[src/bmpc_pkg.sv]
`timescale 1ns / 1ps
// ----------------------------------------------------------------------------
// bmpc_pkg
// shared types, constants and calibration defaults of barometer compensation
// ----------------------------------------------------------------------------
package bmpc_pkg;

  localparam int RawW  = 16;
  localparam int TempW = 13;
  localparam int PresW = 18;
  localparam int CfgIdxW = 8;
  localparam int CfgDataW = 32;

  typedef enum logic [CfgIdxW-1:0] {
    REG_AC1   = 8'd0,
    REG_AC2   = 8'd1,
    REG_AC3   = 8'd2,
    REG_AC4   = 8'd3,
    REG_AC5   = 8'd4,
    REG_AC6   = 8'd5,
    REG_BPAIR = 8'd6,
    REG_MCMD  = 8'd7
  } reg_idx_t;

  typedef enum logic [1:0] {
    ST_OK      = 2'd0,
    ST_SAT     = 2'd1,
    ST_DIVZERO = 2'd2
  } status_t;

  localparam logic [15:0] RstAc1   = 16'd408;
  localparam logic [15:0] RstAc2   = 16'hFFB8;
  localparam logic [15:0] RstAc3   = 16'hC7D1;
  localparam logic [15:0] RstAc4   = 16'd32741;
  localparam logic [15:0] RstAc5   = 16'd32757;
  localparam logic [15:0] RstAc6   = 16'd23153;
  localparam logic [31:0] RstBPair = 32'h182E0004;
  localparam logic [31:0] RstMcMd  = 32'hDDF90B34;

  localparam int TempMin  = -4096;
  localparam int TempMax  = 4095;
  localparam int PresMax  = 262143;
  localparam int PLimit   = 1048576;
  localparam int B6Offset = 4000;
  localparam int B7Scale  = 50000;
  localparam int TermBias = 32768;
  localparam int CorrSq   = 3038;
  localparam int CorrLin  = 7357;
  localparam int CorrOff  = 3791;

  localparam int TdivNumW = 27;
  localparam int TdivDenW = 19;
  localparam int TdivQuoW = 27;
  localparam int PdivNumW = 64;
  localparam int PdivDenW = 46;
  localparam int PdivQuoW = 22;

  typedef struct packed {
    logic signed [15:0] ac1;
    logic signed [15:0] ac2;
    logic signed [15:0] ac3;
    logic [15:0]        ac4;
    logic [15:0]        ac5;
    logic [15:0]        ac6;
    logic signed [15:0] b1;
    logic signed [15:0] b2;
    logic signed [15:0] mc;
    logic signed [15:0] md;
  } cal_t;

  typedef struct packed {
    logic signed [18:0] x1;
    logic [RawW-1:0]    up;
    logic               dz;
    logic               neg;
  } tdiv_sb_t;

  typedef struct packed {
    logic signed [TempW-1:0] temp;
    logic                    tsat;
    logic                    dz;
    logic                    bad;
    logic                    neg;
    logic                    mode;
    logic                    ovf;
  } pdiv_sb_t;

endpackage

[src/bmpc_div.sv]
`timescale 1ns / 1ps
// ----------------------------------------------------------------------------
// bmpc_div
// pipelined restoring divider, one quotient bit per stage, unsigned operands
// ----------------------------------------------------------------------------
module bmpc_div #(
  parameter int NUM_W = 27,
  parameter int DEN_W = 19,
  parameter int QUO_W = 27,
  parameter int SB_W  = 1
) (
  input  logic             clk,
  input  logic             rst,
  input  logic             en,
  input  logic             in_valid,
  input  logic [NUM_W-1:0] num,
  input  logic [DEN_W-1:0] den,
  input  logic [SB_W-1:0]  in_sb,
  output logic             out_valid,
  output logic [QUO_W-1:0] quo,
  output logic [SB_W-1:0]  out_sb
);

  localparam int CMP_W = (NUM_W > DEN_W + QUO_W) ? NUM_W : DEN_W + QUO_W;

  logic             vld_r [QUO_W];
  logic [NUM_W-1:0] rem_r [QUO_W];
  logic [DEN_W-1:0] den_r [QUO_W];
  logic [QUO_W-1:0] quo_r [QUO_W];
  logic [SB_W-1:0]  sb_r  [QUO_W];

  for (genvar k = 0; k < QUO_W; k++) begin : g_stage
    localparam int SH = QUO_W - 1 - k;
    logic             v_in;
    logic [NUM_W-1:0] r_in;
    logic [DEN_W-1:0] d_in;
    logic [QUO_W-1:0] q_in;
    logic [SB_W-1:0]  s_in;
    logic [CMP_W-1:0] trial;
    logic [CMP_W-1:0] rem_w;
    logic             ge;

    if (k == 0) begin : g_first
      assign v_in = in_valid;
      assign r_in = num;
      assign d_in = den;
      assign q_in = '0;
      assign s_in = in_sb;
    end else begin : g_next
      assign v_in = vld_r[k-1];
      assign r_in = rem_r[k-1];
      assign d_in = den_r[k-1];
      assign q_in = quo_r[k-1];
      assign s_in = sb_r[k-1];
    end

    assign trial = CMP_W'(d_in) << SH;
    assign rem_w = CMP_W'(r_in);
    assign ge    = rem_w >= trial;

    always_ff @(posedge clk) begin
      if (rst) begin
        vld_r[k] <= 1'b0;
      end else if (en) begin
        vld_r[k] <= v_in;
      end
    end

    always_ff @(posedge clk) begin
      if (en) begin
        rem_r[k] <= ge ? NUM_W'(rem_w - trial) : r_in;
        den_r[k] <= d_in;
        quo_r[k] <= (q_in << 1) | QUO_W'(ge);
        sb_r[k]  <= s_in;
      end
    end
  end

  assign out_valid = vld_r[QUO_W-1];
  assign quo       = quo_r[QUO_W-1];
  assign out_sb    = sb_r[QUO_W-1];

endmodule

[src/bmpc_front.sv]
`timescale 1ns / 1ps
// ----------------------------------------------------------------------------
// bmpc_front
// temperature path: x1 product, x2 division and b5
// ----------------------------------------------------------------------------
module bmpc_front (
  input  logic                         clk,
  input  logic                         rst,
  input  logic                         en,
  input  bmpc_pkg::cal_t               cal,
  input  logic                         in_valid,
  input  logic [bmpc_pkg::RawW-1:0]    in_ut,
  input  logic [bmpc_pkg::RawW-1:0]    in_up,
  output logic                         out_valid,
  output logic signed [27:0]           out_b5,
  output logic [bmpc_pkg::RawW-1:0]    out_up,
  output logic                         out_dz
);

  // stage 1: (ut - ac6) * ac5
  logic signed [16:0] diff;
  logic               v1;
  logic signed [33:0] prod1;
  logic [bmpc_pkg::RawW-1:0] up1;

  assign diff = $signed({1'b0, in_ut}) - $signed({1'b0, cal.ac6});

  always_ff @(posedge clk) begin
    if (rst) begin
      v1 <= 1'b0;
    end else if (en) begin
      v1 <= in_valid;
    end
  end

  always_ff @(posedge clk) begin
    if (en) begin
      prod1 <= diff * $signed({1'b0, cal.ac5});
      up1   <= in_up;
    end
  end

  // stage 2: divider operands
  logic signed [18:0] x1;
  logic signed [19:0] den;
  logic signed [26:0] num;
  logic [26:0]        num_mag;
  logic [19:0]        den_neg;
  logic [18:0]        den_mag;
  logic               dz;
  logic               v2;
  logic [bmpc_pkg::TdivNumW-1:0] num2;
  logic [bmpc_pkg::TdivDenW-1:0] den2;
  bmpc_pkg::tdiv_sb_t sb2;

  assign x1      = $signed(prod1[33:15]);
  assign den     = {x1[18], x1} + {{4{cal.md[15]}}, cal.md};
  assign num     = {cal.mc, 11'b0};
  assign num_mag = num[26] ? 27'(-num) : 27'(num);
  assign den_neg = 20'(-den);
  assign dz      = (den == 20'sd0);
  assign den_mag = dz ? 19'd1 : (den[19] ? den_neg[18:0] : den[18:0]);

  always_ff @(posedge clk) begin
    if (rst) begin
      v2 <= 1'b0;
    end else if (en) begin
      v2 <= v1;
    end
  end

  always_ff @(posedge clk) begin
    if (en) begin
      num2    <= num_mag;
      den2    <= den_mag;
      sb2.x1  <= x1;
      sb2.up  <= up1;
      sb2.dz  <= dz;
      sb2.neg <= num[26] ^ den[19];
    end
  end

  logic                          dv;
  logic [bmpc_pkg::TdivQuoW-1:0] dq;
  bmpc_pkg::tdiv_sb_t            dsb;

  bmpc_div #(
    .NUM_W (bmpc_pkg::TdivNumW),
    .DEN_W (bmpc_pkg::TdivDenW),
    .QUO_W (bmpc_pkg::TdivQuoW),
    .SB_W  ($bits(bmpc_pkg::tdiv_sb_t))
  ) u_tdiv (
    .clk       (clk),
    .rst       (rst),
    .en        (en),
    .in_valid  (v2),
    .num       (num2),
    .den       (den2),
    .in_sb     (sb2),
    .out_valid (dv),
    .quo       (dq),
    .out_sb    (dsb)
  );

  // stage 3: b5 = x1 + x2
  logic signed [27:0] x2;

  assign x2 = dsb.neg ? -$signed({1'b0, dq}) : $signed({1'b0, dq});

  always_ff @(posedge clk) begin
    if (rst) begin
      out_valid <= 1'b0;
    end else if (en) begin
      out_valid <= dv;
    end
  end

  always_ff @(posedge clk) begin
    if (en) begin
      out_b5 <= x2 + {{9{dsb.x1[18]}}, dsb.x1};
      out_up <= dsb.up;
      out_dz <= dsb.dz;
    end
  end

endmodule

[config.mk]
export PLATFORM = sky130hd
export DESIGN_NAME = bmpc_front
export DESIGN_NICKNAME = d
export VERILOG_FILES = /design/src/bmpc_pkg.sv /design/src/bmpc_div.sv /design/src/bmpc_front.sv
export SDC_FILE = /design/constraint.sdc
export NUM_CORES = 2
export LEC_CHECK = 0
export BUFFER_PORTS_ARGS = -buffer_cell sky130_fd_sc_hd__buf_2
export CAP_MARGIN = 30
export CORE_MARGIN = 3
export CORE_UTILIZATION = 38
export DETAILED_ROUTE_END_ITERATION = 8
export PLACE_DENSITY = 0.57
export SYNTH_ARGS = -nofsm -noshare
export SYNTH_HDL_FRONTEND = slang
export SYNTH_SLANG_ARGS = --single-unit
export TNS_END_PERCENT = 100
[constraint.sdc]
create_clock -name clk -period 24.7 [get_ports clk]
set_clock_uncertainty 0.2 [all_clocks]
set_input_delay 2.47 -clock clk [delete_from_list [all_inputs] [get_ports clk]]
set_output_delay 2.47 -clock clk [all_outputs]
set_load 0.01 [all_outputs]
==> implementation parameters <==
Parameter                              Value

Status
  Run status    completed

Power
  Leak Pwr    47.6 nW
  Max rail drop VDD    390 uV
  Overall power of the completed layout    about 17 mW
  Power density cells    132 nW/um^2

Setup path
  Worst Path Max Fanout    24
  Startpoint of the most critical register-to-register path    u_tdiv.quo_r[26][2]$_DFFE_PP_
  Required time of the critical path    25100 ps
  Maximum cell stage delay along the critical path    between 700 and 800 ps
  Arrival time worst endpoint    between 10000 and 15000 ps
  Sort of element at the start of the critical path    primary input
  Buf+Inv Stages, Crit Path    6
  Critical path launch point    cal[64]
  Highest-delay cell along the critical path    sky130_fd_sc_hd__a311oi_1
  End point of the critical path    prod1[33]$_DFFE_PP_
  Worst r2r path cells    17
  Worst setup EP type    flip-flop
  Reg-to-reg critical path endpoint    out_b5[27]$_DFFE_PP_
  Top cell by count, worst path    sky130_fd_sc_hd__fa_1
  Cell family with the largest share of critical-path delay    adder cells
  Reg-to-reg setup timing slack    19790 ps
  WS Path Type    in -> reg
  Number of gates on the worst path with buffers counted    33

Placed design
  Global placer's final weighted congestion    about 0.84
  Number of input and output port buffers inserted    between 100 and 150
  Worst slack, placed    12990 ps
  HPWL reported at the end of detailed placement    between 100000 and 150000 um
  Placed Area    about 120000 um^2

Logic synthesis
  Register area share after synthesis    a little under 70%
  Library cell with the largest summed area after synthesis    sky130_fd_sc_hd__edfxtp_1
  Biggest area contributors in the synthesized netlist    sky130_fd_sc_hd__edfxtp_1 68%, sky130_fd_sc_hd__fa_1 5.5%, sky130_fd_sc_hd__ha_1 5.5%
  Syn_area_per_cell    approximately 15 um^2
  Synthesized netlist net count    between 8000 and 9000
  Unique masters post-synth    90
  Area share of the leading cell type in the synthesized netlist    slightly below 70%
  Dominant cell by count in the synthesized netlist    sky130_fd_sc_hd__edfxtp_1
  Mapped cell area    approximately 110000 um^2
  Proportion of synthesized flip-flops having asynchronous set or reset    0%
  Most instantiated flip-flop cell in the synthesis netlist    sky130_fd_sc_hd__edfxtp_1
  Most instantiated cells after synthesis    2521 x sky130_fd_sc_hd__edfxtp_1, 843 x sky130_fd_sc_hd__inv_1, 486 x sky130_fd_sc_hd__ha_1
  Number of register bits inferred by synthesis    2524
  Yosys warns    0
  Number of enable-type register cells in the synthesized netlist    2521
  Gate count of the mapped netlist    about 7300

Hold path
  Class of the tightest hold or removal check    reg -> reg

Floorplan
  Die extent in y    around 550 um
  Die X    546 um
  Std cell rows    around 200
  Effective utilization at floorplan    38.3%
  Ports    about 240
  Die outline area    approximately 300000 um^2
  Core ar.    289000 um^2

Timing
  Setup total negative slack    0 ps
  Final Max Slew Viols    0
  Final min period    roughly 11000 ps
  Worst Tran Pin Value    about 1100 ps
  Final critical-path setup slack    13880 ps
  Setup repair after global routing missed its margin    no
  Hold Violations, Final    0
  Upper clock frequency limit    0.0924 GHz
  Setup violations, final    0
  Worst relative slew slack    a little over a quarter
  Share of the cycle needed by the critical path after routing    a little over two fifths

CTS
  CTS root buffer    sky130_fd_sc_hd__clkbuf_16
  CTS tree    yes
  Buffers inserted during post-CTS setup optimization    0
  Count of instances resized after the clock tree is built    0
  Maximum buffer depth of the clock tree    4
  Htree depth    5
  Clock tree sinks    roughly 2500
  Clock latency at the later pin of the worst-skew pair    around 860 ps
  Hold bufs inserted after CTS    0
  Clock transition at path regs    approximately 60 ps
  Number of buffers created by CTS    between 200 and 300

Route
  Drt pass-1 iters    5
  Via count    ~56000
  ANT nets after route    0
  Number of DRC violations after detailed-routing iteration 0    3515
  Number of remaining DRC errors    0
  Post-detailed-route via-to-cell ratio    between 4 and 5
  Drt total wl    ~180000 um
  Routed len/inst    roughly 16 um

GRT
  Wire length of the first global-routing pass    around 300000 um
  Via count of the first global-routing pass    about 58000
  Overall global routing resource usage    between 10% and 20%
  Antenna violations before repair    9
  Global route total overflow    0
  Pin count of the biggest net entering global routing    roughly 190

Cells and area
  Final Cell Area    approximately 130000 um^2
  # fillers    roughly 26000
  Area added between synthesis and finish    13.2%
  Count of nets after finishing    8646
  Fraction of layout instances using a drive strength above 1    between 10% and 20%

Run
  Max-Cap Viols    0
## area by class of cell
class	instances	area (um^2)	area share (%)
Antenna cell	3	7.51	0.00599
Clock buffer	336	7130	5.69
Clock inverter	147	1450	1.16
Inverter	843	3160	2.53
Multi-Input combinational cell	3810	31500	25.1
Sequential cell	2524	75800	60.5
Tap cell	3880	4850	3.87
Timing Repair Buffer	207	1490	1.19
## metal layers
metal  vias to the layer above  wire (um)  GRT usage, %  part of all wire [%]
li1                      27300          -             -                     -
met1                     27300      80400          15.4                    44
met2                      1010      88100          20.5                    48
met3                       395       7300          1.90                   4.0
met4                         0       6710          4.96                   3.7
met5                         -          0             0                     0
## cells in the final DEF (no fill, tap or decap), types with 63 or more instances in the layout
master                      count
sky130_fd_sc_hd__and2_1       162
sky130_fd_sc_hd__inv_1        843
sky130_fd_sc_hd__buf_2        144
sky130_fd_sc_hd__fa_1         304
sky130_fd_sc_hd__nand2_1      393
sky130_fd_sc_hd__xnor2_1      242
sky130_fd_sc_hd__ha_1         486
sky130_fd_sc_hd__o21ai_0      243
sky130_fd_sc_hd__clkbuf_16    276
sky130_fd_sc_hd__xor2_1       118
sky130_fd_sc_hd__nor2_1       294
sky130_fd_sc_hd__nand3_1       64
sky130_fd_sc_hd__nor3_1        92
sky130_fd_sc_hd__nand2b_1      63
sky130_fd_sc_hd__nor2b_1       94
sky130_fd_sc_hd__a21o_1       121
sky130_fd_sc_hd__a21oi_1      272
sky130_fd_sc_hd__edfxtp_1    2521
sky130_fd_sc_hd__nor4_1        71
sky130_fd_sc_hd__mux2_2       166
## cell families (layout without fill, tap and decap cells)
kind of cell / Yosys count / count (layout) / share of synthesized area (%)
other: 0 / 3 / 0
XOR/XNOR: 364 / 364 / 2.88
adder cells (fa/ha/maj): 790 / 790 / 11.0
buffers and inverters: 945 / 1533 / 3.25
multiplexers: 199 / 199 / 1.99
flip-flops: 2524 / 2524 / 68.4
AND/OR/NAND/NOR: 1422 / 1422 / 6.44
AO/OA/AOI/OAI: 1035 / 1035 / 6.05
## worst register-to-register path: cells and delay by family (launching register included)
| family | cells | cell delay (ps) |
|---|---|---|
| simple gates | 10 | 2760 |
| compound gates | 4 | 750 |
| fa+ha+maj | 1 | 300 |
| xor+xnor | 2 | 210 |
| flops | 1 | 470 |
## how the worst min path moves through the flow
stage / from / end / depth (start not counted)
after floorplan: u_tdiv.sb_r[26][1]$_DFFE_PP_ / out_dz$_DFFE_PP_ / 0
after global placement: u_tdiv.sb_r[0][22]$_DFFE_PP_ / u_tdiv.sb_r[1][22]$_DFFE_PP_ / 0
after detailed placement: u_tdiv.sb_r[26][17]$_DFFE_PP_ / out_up[15]$_DFFE_PP_ / 0
after CTS: u_tdiv.sb_r[5][29]$_DFFE_PP_ / u_tdiv.sb_r[6][29]$_DFFE_PP_ / 0
after global routing: u_tdiv.sb_r[15][35]$_DFFE_PP_ / u_tdiv.sb_r[16][35]$_DFFE_PP_ / 0
final: u_tdiv.sb_r[5][29]$_DFFE_PP_ / u_tdiv.sb_r[6][29]$_DFFE_PP_ / 0
## registers in the layout, summed over array words and instances, names as in the netlist, 16 cells and up
register,count
u_tdiv.vld_r,27
den2,19
out_up,16
u_tdiv.sb_r,999
u_tdiv.quo_r,378
u_tdiv.rem_r,471
u_tdiv.den_r,494
up1,16
sb2,37
prod1,19
out_b5,28
num2,16
## power breakdown
part           switching (mW)  internal (mW)  leakage, nW
registers               0.210           5.59         24.7
logic                    4.01           2.89         18.7
clock network            1.61           2.26         4.16
total                    5.83           10.7         47.6
## through the flow
step / std cells / utilization [%] / hold WS [ps]
after CTS: 11700 / 43.3 / 168
after detailed placement: 11300 / 40.3 / 205
after floorplan: 7279 / - / 200
final: 11800 / 43.3 / 165
after global routing: 11700 / 43.3 / 183
after global placement: 11300 / 40.3 / 200
No activity file was read; power rests on OpenSTA's default activity.
